### config.mk
export PLATFORM = sky130hd
export DESIGN_NAME = mm_ram
export DESIGN_NICKNAME = d
export VERILOG_FILES = /design/src/rtl/core/mm_ram.sv
export SDC_FILE = /design/constraint.sdc
export NUM_CORES = 2
export LEC_CHECK = 0
export ABC_AREA = 1
export ABC_CLOCK_PERIOD_IN_PS = 4200
export BUFFER_PORTS_ARGS = -buffer_cell sky130_fd_sc_hd__buf_4
export CORE_MARGIN = 2
export CORE_UTILIZATION = 55
export DETAILED_ROUTE_END_ITERATION = 10
export MAX_ROUTING_LAYER = met4
export PLACE_DENSITY = 0.72
export SYNTH_ARGS = -nofsm -noshare
export SYNTH_HDL_FRONTEND = slang
export SYNTH_SLANG_ARGS = --single-unit
### constraint.sdc
create_clock -name aclk -period 4.2 [get_ports aclk]
set_input_delay 0 -clock aclk [delete_from_list [all_inputs] [get_ports aclk]]
set_output_delay 0 -clock aclk [all_outputs]
set_load 0.02 [all_outputs]
### src/rtl/core/mm_ram.sv
// Generic single-port-write, single-port-read RAM with registered read data.
`timescale 1ns / 1ps

module mm_ram #(
    parameter int WIDTH = 32,
    parameter int DEPTH = 64
) (
    input  logic                     aclk,
    input  logic                     we,
    input  logic [$clog2(DEPTH)-1:0] waddr,
    input  logic [WIDTH-1:0]         wdata,
    input  logic [$clog2(DEPTH)-1:0] raddr,
    output logic [WIDTH-1:0]         rdata
);

    logic [WIDTH-1:0] mem_reg [DEPTH];
    logic [WIDTH-1:0] rdata_reg;

    always_ff @(posedge aclk) begin
        if (we) begin
            mem_reg[waddr] <= wdata;
        end
        rdata_reg <= mem_reg[raddr];
    end

    assign rdata = rdata_reg;

endmodule

---- Yosys cells after proc, flatten, opt, wreduce, memory -nomap -nowiden ----
Memory sizes are Yosys's and may differ from the RTL's. A register that Yosys moved wholly into a read port is not among the register bits.
Index checks and enable logic that the tools add are counted.
word-level totals
  memories kept ........................... 1
  bits in latches ......................... 0
  input bits .............................. 46
  RAM bits ................................ 2,048
  bits in registers ....................... 0
  bits in read-only memories .............. 0
  logic and storage cells ................. 3
  output and inout bits ................... 32
memories
  memory   depth  bits a word  rd ports  clocked after Yosys merged registers in  write ports  line  text
  mem_reg  64     32           1         1                                        1            16    logic [WIDTH-1:0] mem_reg [DEPTH];
cells by class
  multiply operators ...................... 0
  bitwise operators ....................... 0
  reductions and logical operators ........ 0
  shifts and indexed selects .............. 0
  mux-type cells .......................... 2
  order comparisons ....................... 0
  add/sub/neg operators ................... 0
  divide/modulo/power cells ............... 0
  eq/ne operators ......................... 0
operators with widths
  cell     number
  $mux W1  2

---- Depth between registers and ports, before layout ----
  depth in word-level cells ............... 2
  gate-level depth with buffers ........... 13
  gate-level depth less buffers ........... 9

---- Least setup slack after synthesis ----
Ideal clock, no wire load.
  path type ............................... input -> register
  start ................................... input port we
  end ..................................... memory mem_reg[48][0] (enable)
  library setup time ...................... 0.502 ns
  stages on the path ...................... 3
  path slack .............................. 0.070 ns
  buffers on the path ..................... 1
  required time ........................... 3.698 ns
  data arrival time ....................... 3.628 ns
  path through ............................ clkbuf_1 > nand4_1 > nor4_1
between the ends
  word-level cells in the longest chain between the ends .. 2
ends and longest elaborated chain
  element                        line  text
  from (decl)                    9     input logic we,
  $mux W1                        20    if (we) begin
  $mux W1 (not written as such)  21    mem_reg[waddr] <= wdata;
  to (decl)                      16
No other way between the ends.

==> flow_results.org <==
** Outcome
- The flow ran to the end, and the final reports show no timing, DRC or antenna violations.

** Timing
- Tightest Pin Transition :: 1.31 ns
- The number of failing hold endpoints at the final stage was 0.
- Setup violations remaining at the end of the flow were counted as 0.
- Subtracting the final worst setup slack from the clock period gives 3.03 ns.
- Setup repair after global routing missed its margin :: no
- Max-slew violation total from the final report :: 0
- Final worst path period share :: 72.3%
- Static timing analysis puts the maximum clock frequency at 330 MHz.
- After layout, the worst setup slack is 1.17 ns.
- The worst pin sits at a relative slew slack of 12.5%.
- Worst-case clock skew :: 0.0393 ns
- Summed negative setup slack over all endpoints :: 0 ns

** Worst hold path
- Counting instances, the worst hold path has a depth of 9.
- The worst hold path belongs to the class input port to register.
- In this run the most critical hold path is launched from raddr[0].
- Destination of the worst hold path :: rdata[19]

** Worst setup path
- On the critical path, the stage with the largest delay is an instance of sky130_fd_sc_hd__dlygate4sd3_1.
- Among the stages of the critical path, the cell type that occurs most often is sky130_fd_sc_hd__nand3_1.
- Worst reg-to-reg path cell count :: 10
- For the worst setup path, the data required time is 4.93 ns.
- Together, buffers and inverters on the worst path number 6.
- Setup slack on the worst flop-to-flop path :: 1.79 ns
- Data arrival time at the worst-slack endpoint :: 3.77 ns
- Start of the worst register-to-register path :: mem_reg[63][30]
- On the worst path, the slowest cell contributes a delay of 0.57 ns.
- STA classifies the critical path startpoint as an input port.
- Largest delay share family, worst path :: buffers and inverters
- Along the worst path, the maximum fanout reaches 68.
- Critical register-to-register path endpoint :: rdata[30]
- The worst setup path is captured at a register.
- The critical path goes through dlygate4sd3_1 > buf_8 > inv_8 > buf_12 > nand3_1 > nand3_1 > nand3_1 > nand3_1 > dlygate4sd3_1 > nand2_1 > nand2_1 > dlygate4sd3_1 > nand2_1.
- Crit Path Class :: input port to register

** Global route
- Number of global-route vias before repair :: 52190
- Met2 Resource Use GR :: 47.8%
- In the global route stage, met1 resource usage came out at 42.4%.
- Number of antenna violations at the first check in global routing :: 7
- Global-route wire length before repair :: 347000 um
- Maximum number of pins on one net before global-route repair :: 192
- Total track usage :: 32.1%
- After global routing, the most crowded layer is met2.
- Met3 routing resource usage after global routing :: 7.90%
- GR Overflow Total :: 0

** Floorplan
- The floorplan step set the die width to 392 um.
- Die area :: 154000 um2
- The floorplan has 142 rows.
- Floorplan core area :: 150000 um2
- Top Ports :: 78
- Once the floorplan was initialized, standard cells occupied 55.3% of the core.
- Vertical die dimension :: 392 um

** Route
- In this run, the number of DRC markers left after iteration 0 of detailed routing was 8301.
- In the final routed layout, each cell accounts on average for 26.7 um.
- Vias per cell :: 6.17
- The count of nets left with antenna violations once routing finished came out at 0.
- First-pass detailed-route iteration total :: 8
- Number of remaining DRC errors :: 0
- Total detailed-routing wirelength :: 240000 um
- Vias post-DR :: 55430

** Clock network
- The clock tree synthesis step divided the H-tree into 4 levels.
- CTS Buf Count :: 201
- The longest clock path from root to sink contains 3 buffers.
- Clock latency of the later-clocked register in the worst-skew pair :: 0.85 ns
- Number of gates given a new drive strength after cts :: 0
- Post-CTS timing repair inserted 0 buffers for setup.
- Clock tree from TritonCTS :: yes
- Clock tree synthesis selected as its root buffer the cell sky130_fd_sc_hd__clkbuf_16.
- Number of clock sinks :: 2080
- After clock tree synthesis, the clock-pin slew on the worst setup and hold paths is 0.06 ns.
- Post-cts hold buffer count :: 49

** Layout
- Flip-flop count of the largest register after layout :: 2048
- Post-synthesis to final-layout area growth :: 11.9%
- The library cell used most frequently in the layout, excluding fill and tap cells, is sky130_fd_sc_hd__nand2_1.
- Layout filler cell count :: 11130
- The library cells used most frequently in the layout, excluding fill and tap cells, are sky130_fd_sc_hd__nand2_1 (2248), sky130_fd_sc_hd__edfxtp_1 (2048), sky130_fd_sc_hd__nand3_1 (1907).
- Share of cells above drive strength 1 :: 8.21%
- The net count of the finished layout is 6840.

** Placed design
- In this run the tool buffered the top-level ports with 77 buffer cells.
- Summed over all nets, the half-perimeter wirelength after detailed placement is 129000 um.
- Before CTS, the worst setup slack after placement is 1.09 ns.
- Routability-driven placement finished with a final weighted congestion of 0.875.

** Pwr
- The worst-case IR drop observed on VDD is 0.000444 V.
- In this run the static leakage power is 32.5 nW.
- Pwr per Cell Area :: 470 nW/um2

** Run
- The tool flagged a number of max-cap violations equal to 0.

** Yosys
- Sequential elements use 75.1% of the synthesized area.
- The number of nets in the synthesized netlist is 6815.
- Number of distinct standard cells referenced by the synthesized netlist :: 16
- Average footprint of a synthesized cell :: 12.2 um2
- Combined area of all synthesized cells :: 82700 um2
- During synthesis, Yosys emitted a total of 0 warnings.
- In the synthesized netlist, the number of instances is 6769.
- Register bit total from synthesis :: 2080
logic make-up (layout without fill, tap and decap cells):
| family | Yosys count | after routing | synth area share (%) |
|---|---|---|---|
| other | 0 | 9 | 0 |
| DFF | 2080 | 2080 | 75.1 |
| and+or+nand+nor | 4228 | 4228 | 22.1 |
| buffers and inverters | 461 | 651 | 2.78 |
how the worst max path moves through the flow:
stage / start / end / slack [ns] / cells past startpoint
2_1_floorplan: we / mem_reg[48][0] / 0.07 / 3
3_3_place_gp: raddr[0] / rdata[2] / 1.11 / 12
3_5_place_dp: raddr[0] / rdata[2] / 1.09 / 12
4_1_cts: raddr[2] / rdata[30] / 1.30 / 11
5_1_grt: raddr[2] / rdata[30] / 1.15 / 11
6_report: raddr[1] / rdata[30] / 1.17 / 13
power by group:
| group | internal (mW) | switching [mW] |
|---|---|---|
| Combinational | 0.672 | 2.20 |
| Sequential | 23.0 | 0.112 |
| Clock | 9.92 | 7.66 |
layout make-up:
cell class | count | area (um2) | area share, %
diodes | 9 | 22.5 | 0.0243
clock buffers | 278 | 5600 | 6.05
clock inverters | 90 | 795 | 0.859
inverters | 12 | 81.3 | 0.0879
multi-input cells | 4228 | 18800 | 20.3
flip-flops and latches | 2080 | 62100 | 67.1
well taps | 2016 | 2520 | 2.73
repair buffers | 271 | 2620 | 2.83
layer usage:
metal | up-vias | part of all wire [%]
met5 | - | 0
met4 | 0 | 4.5
met3 | 584 | 13
met2 | 3705 | 46
met1 | 26976 | 37
li1 | 24165 | -
synth_stat cells:
cell type / n / area share, %
sky130_fd_sc_hd__buf_1: 40 / 0.18
sky130_fd_sc_hd__buf_2: 282 / 1.7
sky130_fd_sc_hd__buf_4: 45 / 0.41
sky130_fd_sc_hd__buf_6: 3 / 0.041
sky130_fd_sc_hd__buf_8: 2 / 0.036
sky130_fd_sc_hd__clkbuf_1: 77 / 0.35
sky130_fd_sc_hd__dfxtp_1: 32 / 0.77
sky130_fd_sc_hd__edfxtp_1: 2048 / 74
sky130_fd_sc_hd__inv_1: 9 / 0.041
sky130_fd_sc_hd__inv_2: 2 / 0.0091
sky130_fd_sc_hd__inv_4: 1 / 0.0076
sky130_fd_sc_hd__nand2_1: 2248 / 10
sky130_fd_sc_hd__nand3_1: 1907 / 12
sky130_fd_sc_hd__nand4_1: 9 / 0.068
sky130_fd_sc_hd__nor2_1: 56 / 0.25
sky130_fd_sc_hd__nor4_1: 8 / 0.060
per-stage QoR:
| stage | utilization (%) | hold slack, ns | power (mW) | cells | cell area [um2] |
|---|---|---|---|---|---|
| finish | 61.9 | 0.0361 | 43.5 | 8984 | 92500 |
| global route | 61.9 | 0.116 | 44.6 | 8980 | 92500 |
| CTS | 61.8 | 0.0339 | 43.5 | 8975 | 92500 |
| detailed placement | 57.2 | 0.434 | 26.3 | 8558 | 85600 |
| global placement | 57.2 | 0.428 | 26.2 | 8558 | 85600 |
| floorplan | - | 0.0989 | 24.9 | 6769 | 82700 |
worst register-to-register path, delay by kind of cell (launching register included):
| kind | cells | cell delay (ns) |
|---|---|---|
| flops | 1 | 0.35 |
| simple gates | 8 | 0.81 |
| buf+inv | 2 | 1.13 |
No activity file was read; power rests on OpenSTA's default activity.
