## src/rtl/core/mm_pkg.sv

```systemverilog
// Types, constants and helper functions of the matrix multiply unit.
`timescale 1ns / 1ps

package mm_pkg;

    localparam int MAX_DIM    = 8;
    localparam int IDX_W      = 3;
    localparam int DIM_W      = 4;
    localparam int VAL_W      = 32;
    localparam int ADDR_W     = 2 * IDX_W;
    localparam int MEM_DEPTH  = 1 << ADDR_W;
    localparam int CFG_IDX_W  = 2;
    localparam int FRAC_BITS  = 16;
    localparam int PROD_W     = 2 * VAL_W;
    localparam int ACC_W      = PROD_W - FRAC_BITS + $clog2(MAX_DIM) + 1;
    localparam int OUT_DEPTH  = 4;
    localparam int OUT_PTR_W  = $clog2(OUT_DEPTH);
    localparam int OUT_CNT_W  = $clog2(OUT_DEPTH + 1);
    localparam int CMDQ_DEPTH = 2;
    localparam int CMDQ_PTR_W = $clog2(CMDQ_DEPTH);
    localparam int CMDQ_CNT_W = $clog2(CMDQ_DEPTH + 1);

    localparam logic [DIM_W-1:0] DIM_RESET = 4'd8;

    localparam logic [1:0] OP_WRITE_A  = 2'd0;
    localparam logic [1:0] OP_WRITE_B  = 2'd1;
    localparam logic [1:0] OP_MULTIPLY = 2'd2;

    localparam logic [CFG_IDX_W-1:0] REG_ROWS_A    = 2'd0;
    localparam logic [CFG_IDX_W-1:0] REG_INNER_DIM = 2'd1;
    localparam logic [CFG_IDX_W-1:0] REG_COLS_B    = 2'd2;

    typedef struct packed {
        logic [1:0]              opcode;
        logic [IDX_W-1:0]        row_sel;
        logic [IDX_W-1:0]        col_sel;
        logic signed [VAL_W-1:0] elem_value;
    } mm_in_t;

    typedef struct packed {
        logic [IDX_W-1:0]        out_row;
        logic [IDX_W-1:0]        out_col;
        logic signed [VAL_W-1:0] out_value;
        logic                    last;
    } mm_out_t;

    // Clamped sizes of one multiply command.
    typedef struct packed {
        logic [DIM_W-1:0] nr;
        logic [DIM_W-1:0] nk;
        logic [DIM_W-1:0] nc;
    } mm_cmd_t;

    typedef struct packed {
        logic              a_en;
        logic              b_en;
        logic [ADDR_W-1:0] addr;
        logic [VAL_W-1:0]  data;
    } mm_wr_t;

    typedef struct packed {
        logic full;
        logic empty;
    } mm_q_status_t;

    typedef struct packed {
        logic busy;
    } mm_eng_status_t;

    typedef struct packed {
        logic             first;
        logic             lastk;
        logic [IDX_W-1:0] row;
        logic [IDX_W-1:0] col;
        logic             last;
    } mm_tag_t;

    typedef enum logic {
        ENG_IDLE,
        ENG_RUN
    } mm_eng_state_t;

    function automatic logic [DIM_W-1:0] clamp_dim(input logic [DIM_W-1:0] d);
        logic [DIM_W-1:0] r;
        if (d == '0) begin
            r = DIM_W'(1);
        end else if (d > DIM_W'(MAX_DIM)) begin
            r = DIM_W'(MAX_DIM);
        end else begin
            r = d;
        end
        return r;
    endfunction

    function automatic logic signed [VAL_W-1:0] sat_val(input logic signed [ACC_W-1:0] s);
        logic signed [ACC_W-1:0] hi;
        logic signed [ACC_W-1:0] lo;
        logic signed [VAL_W-1:0] r;
        hi = $signed({{(ACC_W-VAL_W+1){1'b0}}, {(VAL_W-1){1'b1}}});
        lo = $signed({{(ACC_W-VAL_W+1){1'b1}}, {(VAL_W-1){1'b0}}});
        if (s > hi) begin
            r = $signed({1'b0, {(VAL_W-1){1'b1}}});
        end else if (s < lo) begin
            r = $signed({1'b1, {(VAL_W-1){1'b0}}});
        end else begin
            r = s[VAL_W-1:0];
        end
        return r;
    endfunction

endpackage

```

## src/rtl/core/mm_cmd_queue.sv

```systemverilog
// Short queue of multiply commands between the front end and the engine.
`timescale 1ns / 1ps

module mm_cmd_queue (
    input  logic                 aclk,
    input  logic                 aresetn,
    input  logic                 push,
    input  mm_pkg::mm_cmd_t      push_cmd,
    input  logic                 pop,
    output mm_pkg::mm_cmd_t      head_cmd,
    output mm_pkg::mm_q_status_t status
);
    import mm_pkg::*;

    mm_cmd_t               entry_reg [CMDQ_DEPTH];
    logic [CMDQ_PTR_W-1:0] wr_ptr_reg;
    logic [CMDQ_PTR_W-1:0] rd_ptr_reg;
    logic [CMDQ_CNT_W-1:0] count_reg;

    always_ff @(posedge aclk) begin
        if (!aresetn) begin
            wr_ptr_reg <= '0;
            rd_ptr_reg <= '0;
            count_reg  <= '0;
        end else begin
            if (push) begin
                wr_ptr_reg <= CMDQ_PTR_W'(wr_ptr_reg + 1'b1);
            end
            if (pop) begin
                rd_ptr_reg <= CMDQ_PTR_W'(rd_ptr_reg + 1'b1);
            end
            if (push && !pop) begin
                count_reg <= CMDQ_CNT_W'(count_reg + 1'b1);
            end else if (pop && !push) begin
                count_reg <= CMDQ_CNT_W'(count_reg - 1'b1);
            end
        end
    end

    always_ff @(posedge aclk) begin
        if (push) begin
            entry_reg[wr_ptr_reg] <= push_cmd;
        end
    end

    assign head_cmd     = entry_reg[rd_ptr_reg];
    assign status.full  = (count_reg == CMDQ_CNT_W'(CMDQ_DEPTH));
    assign status.empty = (count_reg == '0);

endmodule

```

## config.mk

```make
export PLATFORM = sky130hd
export DESIGN_NAME = mm_cmd_queue
export DESIGN_NICKNAME = d
export VERILOG_FILES = /design/src/rtl/core/mm_pkg.sv /design/src/rtl/core/mm_cmd_queue.sv
export SDC_FILE = /design/constraint.sdc
export NUM_CORES = 1
export LEC_CHECK = 0
export BUFFER_PORTS_ARGS = -buffer_cell sky130_fd_sc_hd__buf_2
export CORE_MARGIN = 2
export CORE_UTILIZATION = 45
export DETAILED_ROUTE_END_ITERATION = 8
export PLACE_DENSITY = 0.67
export SETUP_SLACK_MARGIN = 0.05
export SLEW_MARGIN = 25
export SYNTH_ARGS = -nofsm -noshare
export SYNTH_HDL_FRONTEND = slang
export SYNTH_SLANG_ARGS = --single-unit
```

## constraint.sdc

```tcl
create_clock -name aclk -period 2.17 [get_ports aclk]
set_input_delay 0.217 -clock aclk [delete_from_list [all_inputs] [get_ports aclk]]
set_output_delay 0.217 -clock aclk [all_outputs]
set_load 0.005 [all_outputs]
```

Word level (Yosys, flattened, before mapping). Memory sizes are Yosys's and may differ from the RTL's. A register that Yosys moved wholly into a read port is not among the register bits. Cells that the tools add are included.

Logic and storage cells: 21. RAM bits: 24. Register bits after elaboration: 4. Memories kept: 1.

Memories: entry_reg (words 2, bits a word 12, read ports 1, clocked after memory_dff 1, write ports 1, line mm_cmd_queue.sv:15) `mm_cmd_t entry_reg [CMDQ_DEPTH];`.

Add/subtract/negate cells: 4. Multiplexer cells: 6. Eq/ne operators: 1. Reductions and logical operators: 6.

Operators with widths (number): 1-bit two-way mux (4); 2-bit two-way mux (2); 1-bit adder (second input constant) (2); 2-bit by 1-bit adder with 2-bit output (second input constant) (1); 2-bit == test (second input constant) (1); 1-bit logical AND (2); 1-bit logical NOT (2); 2-bit logical NOT (1); 2-bit nonzero test (1); 2-bit by 1-bit subtractor with 2-bit output (second input constant) (1).

Longest topological paths before layout. Gate-level depths: netlist of the first run.

Depth in word-level cells: 4. Gate-level depth with buffers: 5. Gate-level depth less buffers: 5.

Worst setup path before layout of the first run. OpenSTA, ideal clock, no wires.

Kind: reg2reg. From: reg wr_ptr_reg. To: mem entry_reg[0][0] (netlist bit), enable pin. Buffers on the path: 0. Library setup time: 0.383 ns. Path slack: 0.883 ns. Period minus slack after synthesis: 1.287 ns. Required time: 1.787 ns. Stages on the path, launching flop included: 2. Data arrival time: 0.903 ns. Cell sequence: dfxtp_1 nor2b_1.

RTL lines: start, declared (line mm_cmd_queue.sv:16) `logic [CMDQ_PTR_W-1:0] wr_ptr_reg;`; start signal, assigned (line mm_cmd_queue.sv:27) `wr_ptr_reg <= CMDQ_PTR_W'(wr_ptr_reg + 1'b1);`; end, declared (line mm_cmd_queue.sv:15).

No word-level cell before the write port.

==> results of run 1 <==
[layer usage]
metal / track usage (%) / routed length (um) / part of all wire, %
met4: 11.5 / 46 / 2.7
met1: 16.6 / 682 / 40
met2: 22.5 / 825 / 49
met5: 0 / 0 / 0
met3: 9.04 / 144 / 8.5
[final cells by class]
cell class	instances	area, um2	share of cell area, %
Clock buffer	8	58.8	4.43
Inverter	1	3.75	0.282
Multi-Input combinational cell	28	250	18.8
Tap cell	28	35.0	2.64
Timing Repair Buffer	31	160	12.1
Sequential cell	29	821	61.8
[synth_stat cells, types with 2 or more instances]
master	count
and2_1	4
dfxtp_1	5
edfxtp_1	24
mux2_2	12
nor2b_1	2
xor2_1	2
[power by group through the flow]
stage                     registers (W)  logic [W]  clock network [W]
final                          0.000659   0.000122           0.000331
after global routing           0.000665   0.000137           0.000369
after CTS                      0.000660   0.000125           0.000348
after detailed placement       0.000673   0.000123                  0
after global placement         0.000671   0.000121                  0
after floorplan                0.000662  0.0000734                  0
[per-stage QoR]
stage          setup slack [ns]  area (um2)  utilization, %  total power [W]
2_1_floorplan             0.883        1080               -         0.000735
3_3_place_gp              0.749        1270            56.9         0.000792
3_5_place_dp              0.741        1270            56.9         0.000796
4_1_cts                   0.378        1330            59.5          0.00113
5_1_grt                   0.314        1330            59.5          0.00117
6_report                  0.437        1330            59.5          0.00111
[kinds of logic (layout without fill, tap and decap cells)]
| kind of cell | after synthesis | in the layout | share of synthesized area, % |
|---|---|---|---|
| compound gates | 3 | 3 | 1.85 |
| xor+xnor | 3 | 3 | 2.43 |
| fa+ha+maj | 1 | 1 | 1.16 |
| buf+inv | 2 | 40 | 0.810 |
| flops | 29 | 29 | 76.0 |
| mux | 12 | 12 | 12.5 |
| simple gates | 9 | 9 | 5.21 |
[worst max-delay path by stage]
| stage | start | to |
|---|---|---|
| floorplan | wr_ptr_reg | entry_reg[0][0] |
| global placement | flop | head_cmd[8] |
| detailed placement | flop | head_cmd[8] |
| CTS | flop | head_cmd[9] |
| global route | flop | head_cmd[11] |
| finish | flop | head_cmd[1] |
[worst max-delay path: cells and delay by family, from the launching register on]
| kind | cells | cell delay [ns] |
|---|---|---|
| muxes | 1 | 0.40 |
| buffers and inverters | 1 | 0.13 |
| DFF | 1 | 0.67 |
==> impl_metrics.csv, run 1 <==
group,metric,value,unit
outcome,status,"completed",
placement,post-dp-hpwl,1.13,mm
clock_tree,cts_buffers,5,
clock_tree,cts-root-buf,"clkbuf_4",
worst_setup_path,critPathKind,"reg -> out",
sta,hold_viol_final,0,
min_path,min_to,"entry_reg[1][6]",
sta,timing.final.crit_share,79.9,%
worst_setup_path,required,1.95,ns
grt,grtUsageTotal,15.6,%
sta,max_freq,577,MHz
grt,antenna_found_initial,0,
clock_tree,clockBufferDepth,2,
worst_setup_path,critPathMaxFanout,12,
worst_setup_path,cp-end-kind,"output port",
sta,holdWs,0.0711,ns
clock_tree,h-tree-depth,2,
grt,first_global_vias,608,
floorplanning,ios,30,
routing,drcViolationCount,0,
floorplanning,fp.dieW,53.0,um
sta,relSlewSlack,61.9,%
worst_setup_path,reg2reg_from,"wr_ptr_reg",
power,ir_drop,0.000482,V
finish,fillers,189,
logic_synthesis,synth_edf_count,24,
worst_setup_path,worstPathArrival,1.52,ns
clock_tree,postCtsSetupRepairBufs,0,
logic_synthesis,synthCells,59,
clock_tree,cts_resized,0,
power,p_leak,0.526,nW
routing,routedWlPerCell,13.6,um
logic_synthesis,synth_warnings,0,
sta,tns,0,ns
worst_setup_path,timing.rr.end,"entry_reg[1][2]",
finish,drive_gt1_share,51.5,%
routing,vias,617,
clock_tree,cts.sinks,29,
power,p_seq_share,59.3,%
grt,grt_pass1_wl,2.77,mm
worst_setup_path,cp_cell_sequence,"mux2_2, buf_2",
clock_tree,clock_latency,0.33,ns
power,power_density,837,nW/um2
worst_setup_path,worstRegToRegCells,1,
sta,skew,0.00953,ns
logic_synthesis,synth_top_area_share,66.7,%
grt,grt_max_degree,13,
floorplanning,core.rowCount,17,
power,clockPowerShare,29.8,%
min_path,whs_path_depth,1,
placement,dp_cells,117,
clock_tree,clkTransAtPathRegs,0.09,ns
routing,via_per_inst,4.94,
finish,syn_to_final_growth,23.1,%
finish,stdcell_count,125,
worst_setup_path,cp-start-kind,"flop",
logic_synthesis,yosysTopAreaCell,"edfxtp_1",
sta,rsz0062_at_grt,"false",
sta,finalSetupViolations,0,
finish,diodes,0,
routing,initialDrtViolationCount,2,
logic_synthesis,syn_area_per_cell,18.3,um2
logic_synthesis,yosysSeqAreaShare,76.0,%
logic_synthesis,synth.area.top_cells,"edfxtp_1, mux2_2, dfxtp_1",
power,p_sw,0.000241,W
grt,grt.overflow.total,0,
floorplanning,dieArea,2810,um2
placement,place_congestion,0.655,
floorplanning,start_util,48.3,%
worst_setup_path,rrSetupSlack,0.95,ns
logic_synthesis,netlist-cell-type-count,16,
logic_synthesis,synth_seq_cells,29,
finish,final_cell_mix,"buf_2, edfxtp_1, mux2_2, dfxtp_1, clkbuf_4",
clock_tree,cts_tree,"done",
placement,portBuffers,29,
worst_setup_path,timing.critical_path.slowest_stage_cell,"dfxtp_1",
logic_synthesis,async_flop_share,0,%
logic_synthesis,netlist_area,1080,um2
finish,largest_reg_flops,24,
power,internal_power,0.000871,W
power,p_comb_share,11.0,%
routing,routed_wl,1.70,mm
floorplanning,die_height,53.0,um
sta,tightest_slew,0.572,ns
clock_tree,ctsHoldBuffers,0,
finish,nets,113,
logic_synthesis,synth-main-ff-cell,"edfxtp_1",
power,sw_frac_of_total,21.7,%
worst_setup_path,slowest_delay,0.67,ns
floorplanning,core_area,2230,um2
min_path,hold_start,"push_cmd[6]",
logic_synthesis,syn-num-nets,76,
routing,ant_nets,0,
min_path,hold_class,"in -> reg",
routing,firstDrtPassIters,2,
flow_run,max-cap-violations,0,
sta,min_period,1.73,ns
sta,final-max-slew-violation-count,0,
finish,final_common_cell,"buf_2",
Power figures use the tool's default switching activity.
==> run 2: changes to the inputs <==
==> constraint.sdc (replaced) <==
create_clock -name aclk -period 1.8 [get_ports aclk]
set_input_delay 0.18 -clock aclk [delete_from_list [all_inputs] [get_ports aclk]]
set_output_delay 0.18 -clock aclk [all_outputs]
set_load 0.005 [all_outputs]
==> impl_metrics.csv, run 2 (synthesis results as in run 1) <==
group,metric,value,unit
outcome,status,"completed",
clock_tree,h-tree-depth,2,
clock_tree,clkTransAtPathRegs,0.09,ns
power,p_leak,0.521,nW
finish,largest_reg_flops,24,
grt,grt.overflow.total,0,
clock_tree,cts.sinks,29,
sta,hold_viol_final,0,
floorplanning,fp.dieW,53.0,um
sta,finalSetupViolations,0,
power,power_density,975,nW/um2
worst_setup_path,reg2reg_from,"wr_ptr_reg",
floorplanning,ios,30,
worst_setup_path,crit_family,"flip-flops",
worst_setup_path,slowest_delay,0.50,ns
worst_setup_path,crit_end,"head_cmd[6]",
worst_setup_path,timing.rr.end,"entry_reg[1][6]",
worst_setup_path,worstRegToRegCells,1,
grt,grtUsageTotal,14.3,%
routing,routed_wl,1.65,mm
grt,antenna_found_initial,0,
min_path,hold_class,"in -> reg",
worst_setup_path,required,1.62,ns
worst_setup_path,cp-start-kind,"flop",
floorplanning,die_height,53.0,um
sta,timing.final.crit_share,82.7,%
finish,diodes,0,
grt,grt_max_degree,13,
finish,drive_gt1_share,51.5,%
routing,routedWlPerCell,13.2,um
worst_setup_path,rrSetupSlack,0.59,ns
finish,final_common_cell,"buf_2",
floorplanning,dieArea,2810,um2
sta,final-max-slew-violation-count,0,
flow_run,max-cap-violations,0,
finish,syn_to_final_growth,22.2,%
worst_setup_path,critPathKind,"reg -> out",
placement,dp_cells,117,
finish,fin_util,59.1,%
sta,skew,0.00704,ns
worst_setup_path,cp-end-kind,"output port",
clock_tree,cts_tree,"done",
finish,fillers,204,
routing,drcViolationCount,0,
worst_setup_path,cp_num_cells,2,
clock_tree,clockBufferDepth,2,
sta,max_freq,671,MHz
finish,final-seq-area,822,um2
finish,final_cell_mix,"buf_2, edfxtp_1, mux2_2, clkbuf_4",
worst_setup_path,critPathMaxFanout,12,
worst_setup_path,cp_cell_sequence,"mux2_2, buf_2",
floorplanning,core_area,2230,um2
clock_tree,clock_latency,0.31,ns
finish,multiInputGateArea,250,um2
worst_setup_path,timing.critical_path.slowest_stage_cell,"dfxtp_2",
worst_setup_path,worstPathArrival,1.31,ns
sta,rsz0062_at_grt,"false",
floorplanning,core.rowCount,17,
worst_setup_path,crit_buf_inv,1,
finish,stdcell_count,125,
floorplanning,start_util,48.3,%
sta,tns,0,ns
grt,grt_pass1_wl,2.64,mm
power,ir_drop,0.000631,V
clock_tree,cts-root-buf,"clkbuf_4",
finish,nets,113,
placement,post-dp-hpwl,1.19,mm
routing,firstDrtPassIters,4,
placement,place_congestion,0.673,
routing,via_per_inst,4.82,
placement,portBuffers,29,
routing,vias,602,
clock_tree,cts_buffers,5,
routing,initialDrtViolationCount,5,
sta,relSlewSlack,62.6,%
sta,min_period,1.49,ns
grt,first_global_vias,550,
routing,ant_nets,0,
sta,tightest_slew,0.561,ns
[run 2: cell types whose count changed in the layout (fill, tap and decap cells not counted), sizes merged]
cell    change
clkbuf      -1
clkinv      +1
[run 2: power by group]
group,internal [W],switching [W],leakage (nW)
clock,0.000150,0.000195,0.0269
combinational,0.0000880,0.0000597,0.227
sequential,0.000770,0.0000243,0.267
[run 2: worst min path at each step]
stage / startpoint / end / slack (ns) / depth (start not counted)
2_1_floorplan: push_cmd[0] / entry_reg[0][0] / 0.28 / 0
3_3_place_gp: push_cmd[5] / entry_reg[1][5] / 0.37 / 1
3_5_place_dp: push_cmd[7] / entry_reg[0][7] / 0.37 / 1
4_1_cts: push_cmd[7] / entry_reg[0][7] / 0.04 / 1
5_1_grt: push_cmd[3] / entry_reg[1][3] / 0.02 / 1
6_report: push_cmd[7] / entry_reg[0][7] / 0.06 / 1
[run 2: cell type report]
type / instances / area share (%)
clock buffer: 7 / 3.41
timing repair buffer: 31 / 12.1
multi-input combinational: 28 / 19.0
inverter: 1 / 0.284
sequential: 29 / 62.3
tap: 28 / 2.65
clock inverter: 1 / 0.284
[run 2: routing by layer]
metal	track usage (%)	up-vias	wire, um	part of all wire [%]
met1	16.6	283	695	42
met5	0	-	0	0
li1	-	295	-	-
met3	7.06	5	111	6.7
met2	21.7	19	810	49
met4	7.69	0	27	1.6
[run 2: per-stage QoR]
stage          area, um2  power (W)  hold slack (ns)  worst slack, ns
3_3_place_gp        1270   0.000954            0.369            0.439
3_5_place_dp        1270   0.000960            0.372            0.451
4_1_cts             1320    0.00131           0.0385           0.0939
2_1_floorplan       1080   0.000886            0.279            0.513
5_1_grt             1320    0.00136           0.0244            0.229
6_report            1320    0.00129           0.0554            0.311
[run 2: what timing repair did]
| item | CTS | global route |
|---|---|---|
| resized for setup | 0 | 1 |
| hold buffers | 0 | 0 |
| buffers inserted | 0 | 0 |
| setup endpoints to repair | 0 | 12 |
