==> src/rtl/core/mm_pkg.sv <==
// Types, constants and helper functions of the matrix multiply unit.
`timescale 1ns / 1ps

package mm_pkg;

    localparam int MAX_DIM    = 8;
    localparam int IDX_W      = 3;
    localparam int DIM_W      = 4;
    localparam int VAL_W      = 32;
    localparam int ADDR_W     = 2 * IDX_W;
    localparam int MEM_DEPTH  = 1 << ADDR_W;
    localparam int CFG_IDX_W  = 2;
    localparam int FRAC_BITS  = 16;
    localparam int PROD_W     = 2 * VAL_W;
    localparam int ACC_W      = PROD_W - FRAC_BITS + $clog2(MAX_DIM) + 1;
    localparam int OUT_DEPTH  = 4;
    localparam int OUT_PTR_W  = $clog2(OUT_DEPTH);
    localparam int OUT_CNT_W  = $clog2(OUT_DEPTH + 1);
    localparam int CMDQ_DEPTH = 2;
    localparam int CMDQ_PTR_W = $clog2(CMDQ_DEPTH);
    localparam int CMDQ_CNT_W = $clog2(CMDQ_DEPTH + 1);

    localparam logic [DIM_W-1:0] DIM_RESET = 4'd8;

    localparam logic [1:0] OP_WRITE_A  = 2'd0;
    localparam logic [1:0] OP_WRITE_B  = 2'd1;
    localparam logic [1:0] OP_MULTIPLY = 2'd2;

    localparam logic [CFG_IDX_W-1:0] REG_ROWS_A    = 2'd0;
    localparam logic [CFG_IDX_W-1:0] REG_INNER_DIM = 2'd1;
    localparam logic [CFG_IDX_W-1:0] REG_COLS_B    = 2'd2;

    typedef struct packed {
        logic [1:0]              opcode;
        logic [IDX_W-1:0]        row_sel;
        logic [IDX_W-1:0]        col_sel;
        logic signed [VAL_W-1:0] elem_value;
    } mm_in_t;

    typedef struct packed {
        logic [IDX_W-1:0]        out_row;
        logic [IDX_W-1:0]        out_col;
        logic signed [VAL_W-1:0] out_value;
        logic                    last;
    } mm_out_t;

    // Clamped sizes of one multiply command.
    typedef struct packed {
        logic [DIM_W-1:0] nr;
        logic [DIM_W-1:0] nk;
        logic [DIM_W-1:0] nc;
    } mm_cmd_t;

    typedef struct packed {
        logic              a_en;
        logic              b_en;
        logic [ADDR_W-1:0] addr;
        logic [VAL_W-1:0]  data;
    } mm_wr_t;

    typedef struct packed {
        logic full;
        logic empty;
    } mm_q_status_t;

    typedef struct packed {
        logic busy;
    } mm_eng_status_t;

    typedef struct packed {
        logic             first;
        logic             lastk;
        logic [IDX_W-1:0] row;
        logic [IDX_W-1:0] col;
        logic             last;
    } mm_tag_t;

    typedef enum logic {
        ENG_IDLE,
        ENG_RUN
    } mm_eng_state_t;

    function automatic logic [DIM_W-1:0] clamp_dim(input logic [DIM_W-1:0] d);
        logic [DIM_W-1:0] r;
        if (d == '0) begin
            r = DIM_W'(1);
        end else if (d > DIM_W'(MAX_DIM)) begin
            r = DIM_W'(MAX_DIM);
        end else begin
            r = d;
        end
        return r;
    endfunction

    function automatic logic signed [VAL_W-1:0] sat_val(input logic signed [ACC_W-1:0] s);
        logic signed [ACC_W-1:0] hi;
        logic signed [ACC_W-1:0] lo;
        logic signed [VAL_W-1:0] r;
        hi = $signed({{(ACC_W-VAL_W+1){1'b0}}, {(VAL_W-1){1'b1}}});
        lo = $signed({{(ACC_W-VAL_W+1){1'b1}}, {(VAL_W-1){1'b0}}});
        if (s > hi) begin
            r = $signed({1'b0, {(VAL_W-1){1'b1}}});
        end else if (s < lo) begin
            r = $signed({1'b1, {(VAL_W-1){1'b0}}});
        end else begin
            r = s[VAL_W-1:0];
        end
        return r;
    endfunction

endpackage

==> src/rtl/core/mm_engine.sv <==
// Back end: multiply-accumulate pipeline, saturation and result FIFO.
`timescale 1ns / 1ps

module mm_engine (
    input  logic                          aclk,
    input  logic                          aresetn,
    input  mm_pkg::mm_q_status_t          q_status,
    input  mm_pkg::mm_cmd_t               head_cmd,
    output logic                          pop,
    output mm_pkg::mm_eng_status_t        eng_status,
    output logic [mm_pkg::ADDR_W-1:0]     a_raddr,
    output logic [mm_pkg::ADDR_W-1:0]     b_raddr,
    input  logic [mm_pkg::VAL_W-1:0]      a_rdata,
    input  logic [mm_pkg::VAL_W-1:0]      b_rdata,
    output logic                          m_valid,
    input  logic                          m_ready,
    output mm_pkg::mm_out_t               m_data
);
    import mm_pkg::*;

    mm_eng_state_t         state_reg, state_next;
    mm_cmd_t               dims_reg, dims_next;
    logic [IDX_W-1:0]      i_reg, i_next;
    logic [IDX_W-1:0]      j_reg, j_next;
    logic [IDX_W-1:0]      k_reg, k_next;
    logic [OUT_CNT_W-1:0]  credit_reg, credit_next;
    logic                  issue;
    logic                  i_last, j_last, k_last;

    logic                    s1_valid_reg, s2_valid_reg, s3_valid_reg;
    mm_tag_t                 s1_tag_reg, s2_tag_reg, s3_tag_reg;
    mm_tag_t                 s0_tag;
    logic signed [VAL_W-1:0] a_val, b_val;
    logic signed [PROD_W-1:0] prod_reg;
    logic signed [ACC_W-1:0] acc_reg;
    logic signed [ACC_W-1:0] acc_add;

    mm_out_t               fifo_reg [OUT_DEPTH];
    logic [OUT_PTR_W-1:0]  fifo_wr_reg;
    logic [OUT_PTR_W-1:0]  fifo_rd_reg;
    logic [OUT_CNT_W-1:0]  fifo_cnt_reg;
    logic                  fifo_push, fifo_pop;
    mm_out_t               fifo_in;

    assign i_last = (DIM_W'(i_reg) == DIM_W'(dims_reg.nr - 1'b1));
    assign j_last = (DIM_W'(j_reg) == DIM_W'(dims_reg.nc - 1'b1));
    assign k_last = (DIM_W'(k_reg) == DIM_W'(dims_reg.nk - 1'b1));

    always_ff @(posedge aclk) begin
        if (!aresetn) begin
            state_reg  <= ENG_IDLE;
            credit_reg <= OUT_CNT_W'(OUT_DEPTH);
        end else begin
            state_reg  <= state_next;
            credit_reg <= credit_next;
        end
        dims_reg <= dims_next;
        i_reg    <= i_next;
        j_reg    <= j_next;
        k_reg    <= k_next;
    end

    // A new product element starts only when a result FIFO slot is
    // reserved for it, so the pipeline itself never has to stall.
    always_comb begin
        state_next = state_reg;
        dims_next  = dims_reg;
        i_next     = i_reg;
        j_next     = j_reg;
        k_next     = k_reg;
        pop        = 1'b0;
        issue      = 1'b0;
        case (state_reg)
            ENG_IDLE: begin
                if (!q_status.empty) begin
                    pop        = 1'b1;
                    dims_next  = head_cmd;
                    i_next     = '0;
                    j_next     = '0;
                    k_next     = '0;
                    state_next = ENG_RUN;
                end
            end
            ENG_RUN: begin
                if (k_reg != '0 || credit_reg != '0) begin
                    issue = 1'b1;
                    if (k_last) begin
                        k_next = '0;
                        if (j_last) begin
                            j_next = '0;
                            if (i_last) begin
                                i_next     = '0;
                                state_next = ENG_IDLE;
                            end else begin
                                i_next = IDX_W'(i_reg + 1'b1);
                            end
                        end else begin
                            j_next = IDX_W'(j_reg + 1'b1);
                        end
                    end else begin
                        k_next = IDX_W'(k_reg + 1'b1);
                    end
                end
            end
            default: state_next = ENG_IDLE;
        endcase
    end

    assign fifo_pop    = m_valid && m_ready;
    assign credit_next = OUT_CNT_W'(credit_reg - OUT_CNT_W'(issue && k_reg == '0)
                                    + OUT_CNT_W'(fifo_pop));

    assign eng_status.busy = (state_reg == ENG_RUN);
    assign a_raddr = {i_reg, k_reg};
    assign b_raddr = {k_reg, j_reg};

    assign s0_tag.first = (k_reg == '0);
    assign s0_tag.lastk = k_last;
    assign s0_tag.row   = i_reg;
    assign s0_tag.col   = j_reg;
    assign s0_tag.last  = i_last && j_last;

    assign a_val   = a_rdata;
    assign b_val   = b_rdata;
    assign acc_add = ACC_W'(prod_reg >>> FRAC_BITS);

    always_ff @(posedge aclk) begin
        if (!aresetn) begin
            s1_valid_reg <= 1'b0;
            s2_valid_reg <= 1'b0;
            s3_valid_reg <= 1'b0;
        end else begin
            s1_valid_reg <= issue;
            s2_valid_reg <= s1_valid_reg;
            s3_valid_reg <= s2_valid_reg;
        end
        s1_tag_reg <= s0_tag;
        s2_tag_reg <= s1_tag_reg;
        s3_tag_reg <= s2_tag_reg;
        prod_reg   <= a_val * b_val;
        if (s2_valid_reg) begin
            acc_reg <= (s2_tag_reg.first ? '0 : acc_reg) + acc_add;
        end
    end

    assign fifo_push         = s3_valid_reg && s3_tag_reg.lastk;
    assign fifo_in.out_row   = s3_tag_reg.row;
    assign fifo_in.out_col   = s3_tag_reg.col;
    assign fifo_in.out_value = sat_val(acc_reg);
    assign fifo_in.last      = s3_tag_reg.last;

    always_ff @(posedge aclk) begin
        if (!aresetn) begin
            fifo_wr_reg  <= '0;
            fifo_rd_reg  <= '0;
            fifo_cnt_reg <= '0;
        end else begin
            if (fifo_push) begin
                fifo_wr_reg <= OUT_PTR_W'(fifo_wr_reg + 1'b1);
            end
            if (fifo_pop) begin
                fifo_rd_reg <= OUT_PTR_W'(fifo_rd_reg + 1'b1);
            end
            if (fifo_push && !fifo_pop) begin
                fifo_cnt_reg <= OUT_CNT_W'(fifo_cnt_reg + 1'b1);
            end else if (fifo_pop && !fifo_push) begin
                fifo_cnt_reg <= OUT_CNT_W'(fifo_cnt_reg - 1'b1);
            end
        end
    end

    always_ff @(posedge aclk) begin
        if (fifo_push) begin
            fifo_reg[fifo_wr_reg] <= fifo_in;
        end
    end

    assign m_valid = (fifo_cnt_reg != '0);
    assign m_data  = fifo_reg[fifo_rd_reg];

endmodule

==> config.mk <==
export PLATFORM = sky130hd
export DESIGN_NAME = mm_engine
export DESIGN_NICKNAME = d
export VERILOG_FILES = /design/src/rtl/core/mm_pkg.sv /design/src/rtl/core/mm_engine.sv
export SDC_FILE = /design/constraint.sdc
export NUM_CORES = 2
export LEC_CHECK = 0
export CAP_MARGIN = 20
export CELL_PAD_IN_SITES_DETAIL_PLACEMENT = 0
export CELL_PAD_IN_SITES_GLOBAL_PLACEMENT = 1
export CORE_MARGIN = 8
export CORE_UTILIZATION = 49
export CTS_BUF_LIST = sky130_fd_sc_hd__clkbuf_4
export CTS_CLUSTER_SIZE = 10
export DETAILED_ROUTE_END_ITERATION = 8
export DONT_BUFFER_PORTS = 1
export PLACE_DENSITY_LB_ADDON = 0.1
export SLEW_MARGIN = 20
export SYNTH_ARGS = -nofsm -noshare
export SYNTH_HDL_FRONTEND = slang
export SYNTH_SLANG_ARGS = --single-unit
==> constraint.sdc <==
create_clock -name aclk -period 9.06 [get_ports aclk]
set_clock_uncertainty 0.1 [all_clocks]
set_input_delay 1.812 -clock aclk [delete_from_list [all_inputs] [get_ports aclk]]
set_output_delay 1.812 -clock aclk [all_outputs]
set_load 0.02 [all_outputs]
======== Yosys cells after proc, flatten, opt, wreduce, memory -nomap -nowiden ========
Memories as Yosys holds them, arrays and structs flattened. A register that Yosys moved wholly into a read port is not among the register bits.
Index checks and enable logic that the tools add are counted.
Widths: inputs -> output; s select.
cells by class
  muxes and demuxes ....................... 31
  multipliers ............................. 1
  reduce and logical (&&, ||, !) cells .... 18
  add/subtract/negate cells ............... 13
  bitwise logic cells ..................... 2
  order comparisons ....................... 2
  equality and inequality tests ........... 7
operator list
  operator              count
  $mul 32x32->64        1
  $mux 32               2
  $add 52x52->52        1
  $gt 52x32->1 const B  1
  $lt 52x32->1 const B  1
  $mux 52               1
  $mux 3                12
  $pmux 3 s2            3
  $add 3x1->3 const B   4
  $eq 3x4->1            3
  $sub 4x1->4 const B   3
  $mux 1                10
  $reduce_bool 3->1     3
  $logic_and 1x1->1     6
  $ne 2x1->1 const B    3
  $add 2x1->2 const B   2
  $mux 2                2
  $reduce_and 2->1      2
  $reduce_and 4->1      1
  $add 3x1->3           1
  $logic_not 3->1       1
  $reduce_and 3->1      1
  $sub 3x1->3           1
  $sub 3x1->3 const B   1
  other kinds (6)       8
storage, ports and cells
  input bits .............................. 81
  bits in writable memories ............... 156
  register bits ........................... 177
  memories ................................ 1
memories
  name      depth  bits a word  rd ports  clocked after memory_dff  write ports  RTL line         RTL
  fifo_reg  4      39           1         1                         1            mm_engine.sv:38  mm_out_t fifo_reg [OUT_DEPTH];

======== Depth between registers and ports, before layout ========
  depth after elaboration ................. 7
  depth in mapped cells ................... 28
  gate-level depth less buffers ........... 27

======== Worst setup path before layout ========
Ideal clock, no wire load.
  path type ............................... input -> register
  from .................................... input port b_rdata[2] in the netlist's numbering
  to ...................................... register prod_reg[63]
  path buffers ............................ 1
  library setup time ...................... 0.072 ns
  arrival time ............................ 9.046 ns
  required time ........................... 8.888 ns
  setup slack ............................. -0.158 ns
  stages on the path ...................... 26
  cells stage by stage .................... clkbuf_1 nand2_1 inv_1 fa_1 fa_1 fa_1 fa_1 inv_1 fa_1 inv_1 fa_1 inv_1 fa_1 inv_1 fa_1 ha_1 a21o_1 a21o_1 a21oi_1 o21ai_0 a31oi_1 o21ai_0 a221oi_2 inv_1 a21oi_1 xnor2_1
between the ends
  longest elaborated chain between the ends .. 1
RTL lines
  what                  RTL line          RTL
  from (decl)           mm_engine.sv:14   input logic [mm_pkg::VAL_W-1:0] b_rdata,
  $mul 32x32->64        mm_engine.sv:140  prod_reg <= a_val * b_val;
  to (signal assigned)  mm_engine.sv:140
  to (decl)             mm_engine.sv:34   logic signed [PROD_W-1:0] prod_reg;
No other way between the ends.
A chain may end at the register's enable or synchronous reset.

======== Final worst setup path ========
  from .................................... input port b_rdata[11] in the netlist's numbering
  to ...................................... register prod_reg[58]
Same word-level chain as after synthesis.

==> metrics.md <==
| Metric | Value |
|---|---|
| Run status | complete, no violations |
| Die span in y | approximately 330 um |
| Most frequent cells in the layout | 1082 x fa_1, 995 x inv_1, 620 x nand2_1 |
| Warning count from the yosys run | 0 |
| Arrival time worst endpoint | about 8900 ps |
| Max transition margin | 0.282 |
| Post-DP Area | between 50000 and 60000 sq um |
| Post_cts resized | 0 |
| Crit-path most repeated cell | fa_1 |
| Mapped Cells | 4819 |
| Worst-skew pair later-pin latency | approximately 740 ps |
| Max cap viols | 0 |
| Share of layout cells above drive strength 1 | 0.0597 |
| Initial DRC Count | 1504 |
| Max FFs per register | between 150 and 200 |
| Gpl congestion | between 0.8 and 0.9 |
| Initial Util | 0.495 |
| First-pass GRT wire length | 206 mm |
| Main area contributors after synthesis | fa_1 44%, edfxtp_1 14%, inv_1 7.5%, and2_1 6.6%, ha_1 6.2% |
| CP cell instances | and2_1 -> fa_1 -> inv_1 -> fa_1 -> fa_1 -> fa_1 -> inv_1 -> fa_1 -> fa_1 -> fa_1 -> fa_1 -> ha_1 -> a21oi_2 -> o21ai_1 -> a221o_1 -> a41o_1 -> a2111oi_4 -> a211oi_2 -> buf_4 -> nor2_1 -> o21ai_0 -> a31oi_1 -> xnor2_1 |
| IO Pins | approximately 140 |
| CP max-delay cell | fa_1 |
| Period minus WS final | between 8000 and 9000 ps |
| Total number of vias | around 32000 |
| Largest area contributor in the netlist | fa_1 |
| Drt total wl | between 100 and 150 mm |
| Final Hold Fails | 0 |
| Post-DRT Antenna Nets | 0 |
| Post-synth top area share | 0.438 |
| Largest net degree at the start of global routing | 53 |
| Initial antenna violation count | 6 |
| Sequential share of the synthesized area | 0.175 |
| Number of synthesized flops with an enable pin | roughly 230 |
| CP startpoint kind | primary input |
| Die width | 334 um |
| CP required | between 9000 and 10000 ps |
| Total congestion overflow | 0 |
| Mapped Avg Cell Area | ~10 sq um |
| Row count | between 100 and 150 |
| Most common cell after layout, fill and taps aside | fa_1 |
| WL/cell | approximately 21 um |
| Post-CTS Hold Buffers | 0 |
| Syn Nets | a little over 6000 |
| Worst-margin pin slew | 1080 ps |
| Core Region | between 100000 and 150000 sq um |
| Layout area overhead | 4.69% |
| DRC | 0 |
| First-pass detailed-route iteration total | 6 |
| Setup crit end kind | register |
| GRT Util Overall | 0.234 |
| Nets@finish | roughly 6100 |
| CP Class | primary input to register |
| Fraction of registers with async set/reset | 0 |
| CTS sink count | about 320 |
| Synth unique cells | 80 |
| Vias in the first global route | 36500 |
| IO buf count | 0 |
| Fin. max-slew vios | 0 |
| Vias per std cell | around 5.3 |
| Post-DP HPWL | between 90 and 100 mm |
| Final setup fails | 0 |
| Tcrit/Tclk final | 0.920 |
| Max Buffers Root-to-Sink | 3 |
| TritonCTS Buffers | slightly below 80 |
| Hold WC Path Type | register to register |
| CP peak stage delay | approximately 600 ps |
| Design Area, Final | roughly 52000 sq um |
| TritonCTS clock tree | done |
| Most used DFF post-synth | edfxtp_1 |
| Die Area | 112000 sq um |
| Synthesized flop and latch total | ~320 |
| Clock transition at path regs | about 70 ps |
| Layout fillers | between 9000 and 10000 |
| FMAX | 120 MHz |
| H-tree Lvls | 3 |
| Max FO, Critical Path | 32 |
| Setup Fix Bufs, Post-CTS | 0 |
| Syn Std Cell Area | roughly 50000 sq um |
| Unrepaired setup endpoints after global routing | no |
| CTS Root Cell | clkbuf_4 |
-- worst paths after layout --
| check | slack, ps | cells past startpoint | end | from |
|---|---|---|---|---|
| max reg2reg | 4320 | 15 | acc_reg[48]$_DFFE_PP_ | s2_tag_reg[8]$_DFF_P_ |
| max | 720 | 23 | prod_reg[58]$_DFF_P_ | b_rdata[11] |
| min reg2reg | 220 | 0 | s3_tag_reg[7]$_DFF_P_ | s2_tag_reg[7]$_DFF_P_ |
| min | 220 | 0 | s3_tag_reg[7]$_DFF_P_ | s2_tag_reg[7]$_DFF_P_ |
-- critical path, delay by kind of cell --
family / cells / cell delay, ps
adder cells (fa/ha/maj): 9 / 4460
AO/OA/AOI/OAI: 8 / 1900
AND/OR/NAND/NOR: 2 / 290
buffers and inverters: 3 / 280
XOR/XNOR: 1 / 130
-- metal layers --
layer  GRT usage  routed length, um
met1       0.301              52800
met2       0.420              64300
met3      0.0267               5090
met4      0.0598               3260
met5           0                  0
-- through the flow --
stage	std cells	setup WS (ps)	util	hold WS, ps	setup TNS [ps]
global placement	5945	8.27	0.508	209	0
floorplan	4819	55.1	-	210	0
detailed placement	5945	-18.0	0.508	212	-27.6
CTS	6088	795	0.518	223	0
finish	6091	722	0.518	222	0
global route	6089	483	0.518	232	0
-- final cells by class --
| cell class | instances | area, sq um | area share |
|---|---|---|---|
| Timing Repair Buffer | 70 | 538 | 0.0104 |
| Inverter | 998 | 3750 | 0.0722 |
| Antenna cell | 3 | 7.51 | 0.000145 |
| Clock buffer | 123 | 923 | 0.0178 |
| Multi-Input combinational cell | 3260 | 36200 | 0.698 |
| Sequential cell | 319 | 8680 | 0.167 |
| Clock inverter | 20 | 146 | 0.00282 |
| Tap cell | 1298 | 1620 | 0.0313 |
-- logic make-up after synthesis --
kind of cell | share of synthesized area
AOI/OAI and AO/OA | 0.0446
xor gates and xnor gates | 0.0226
adders and majority gates | 0.499
buffers and inverters | 0.0949
DFF | 0.175
muxes | 0.0181
and+or+nand+nor | 0.145
-- cell usage after synthesis (30+ instances only) --
| cell type | n |
|---|---|
| a21o_1 | 60 |
| xor2_1 | 43 |
| xnor2_1 | 85 |
| nor2_1 | 80 |
| nor2b_1 | 61 |
| dfxtp_1 | 90 |
| nand4_1 | 30 |
| and2_1 | 521 |
| mux4_2 | 39 |
| a21oi_1 | 99 |
| fa_1 | 1084 |
| inv_1 | 997 |
| nand2_1 | 621 |
| edfxtp_1 | 229 |
| ha_1 | 245 |
| clkbuf_1 | 223 |
| o21ai_0 | 57 |
Power is left out: the tool's default activity adds up to more than one toggle a clock period on the data nets, which glitch-free logic cannot reach.
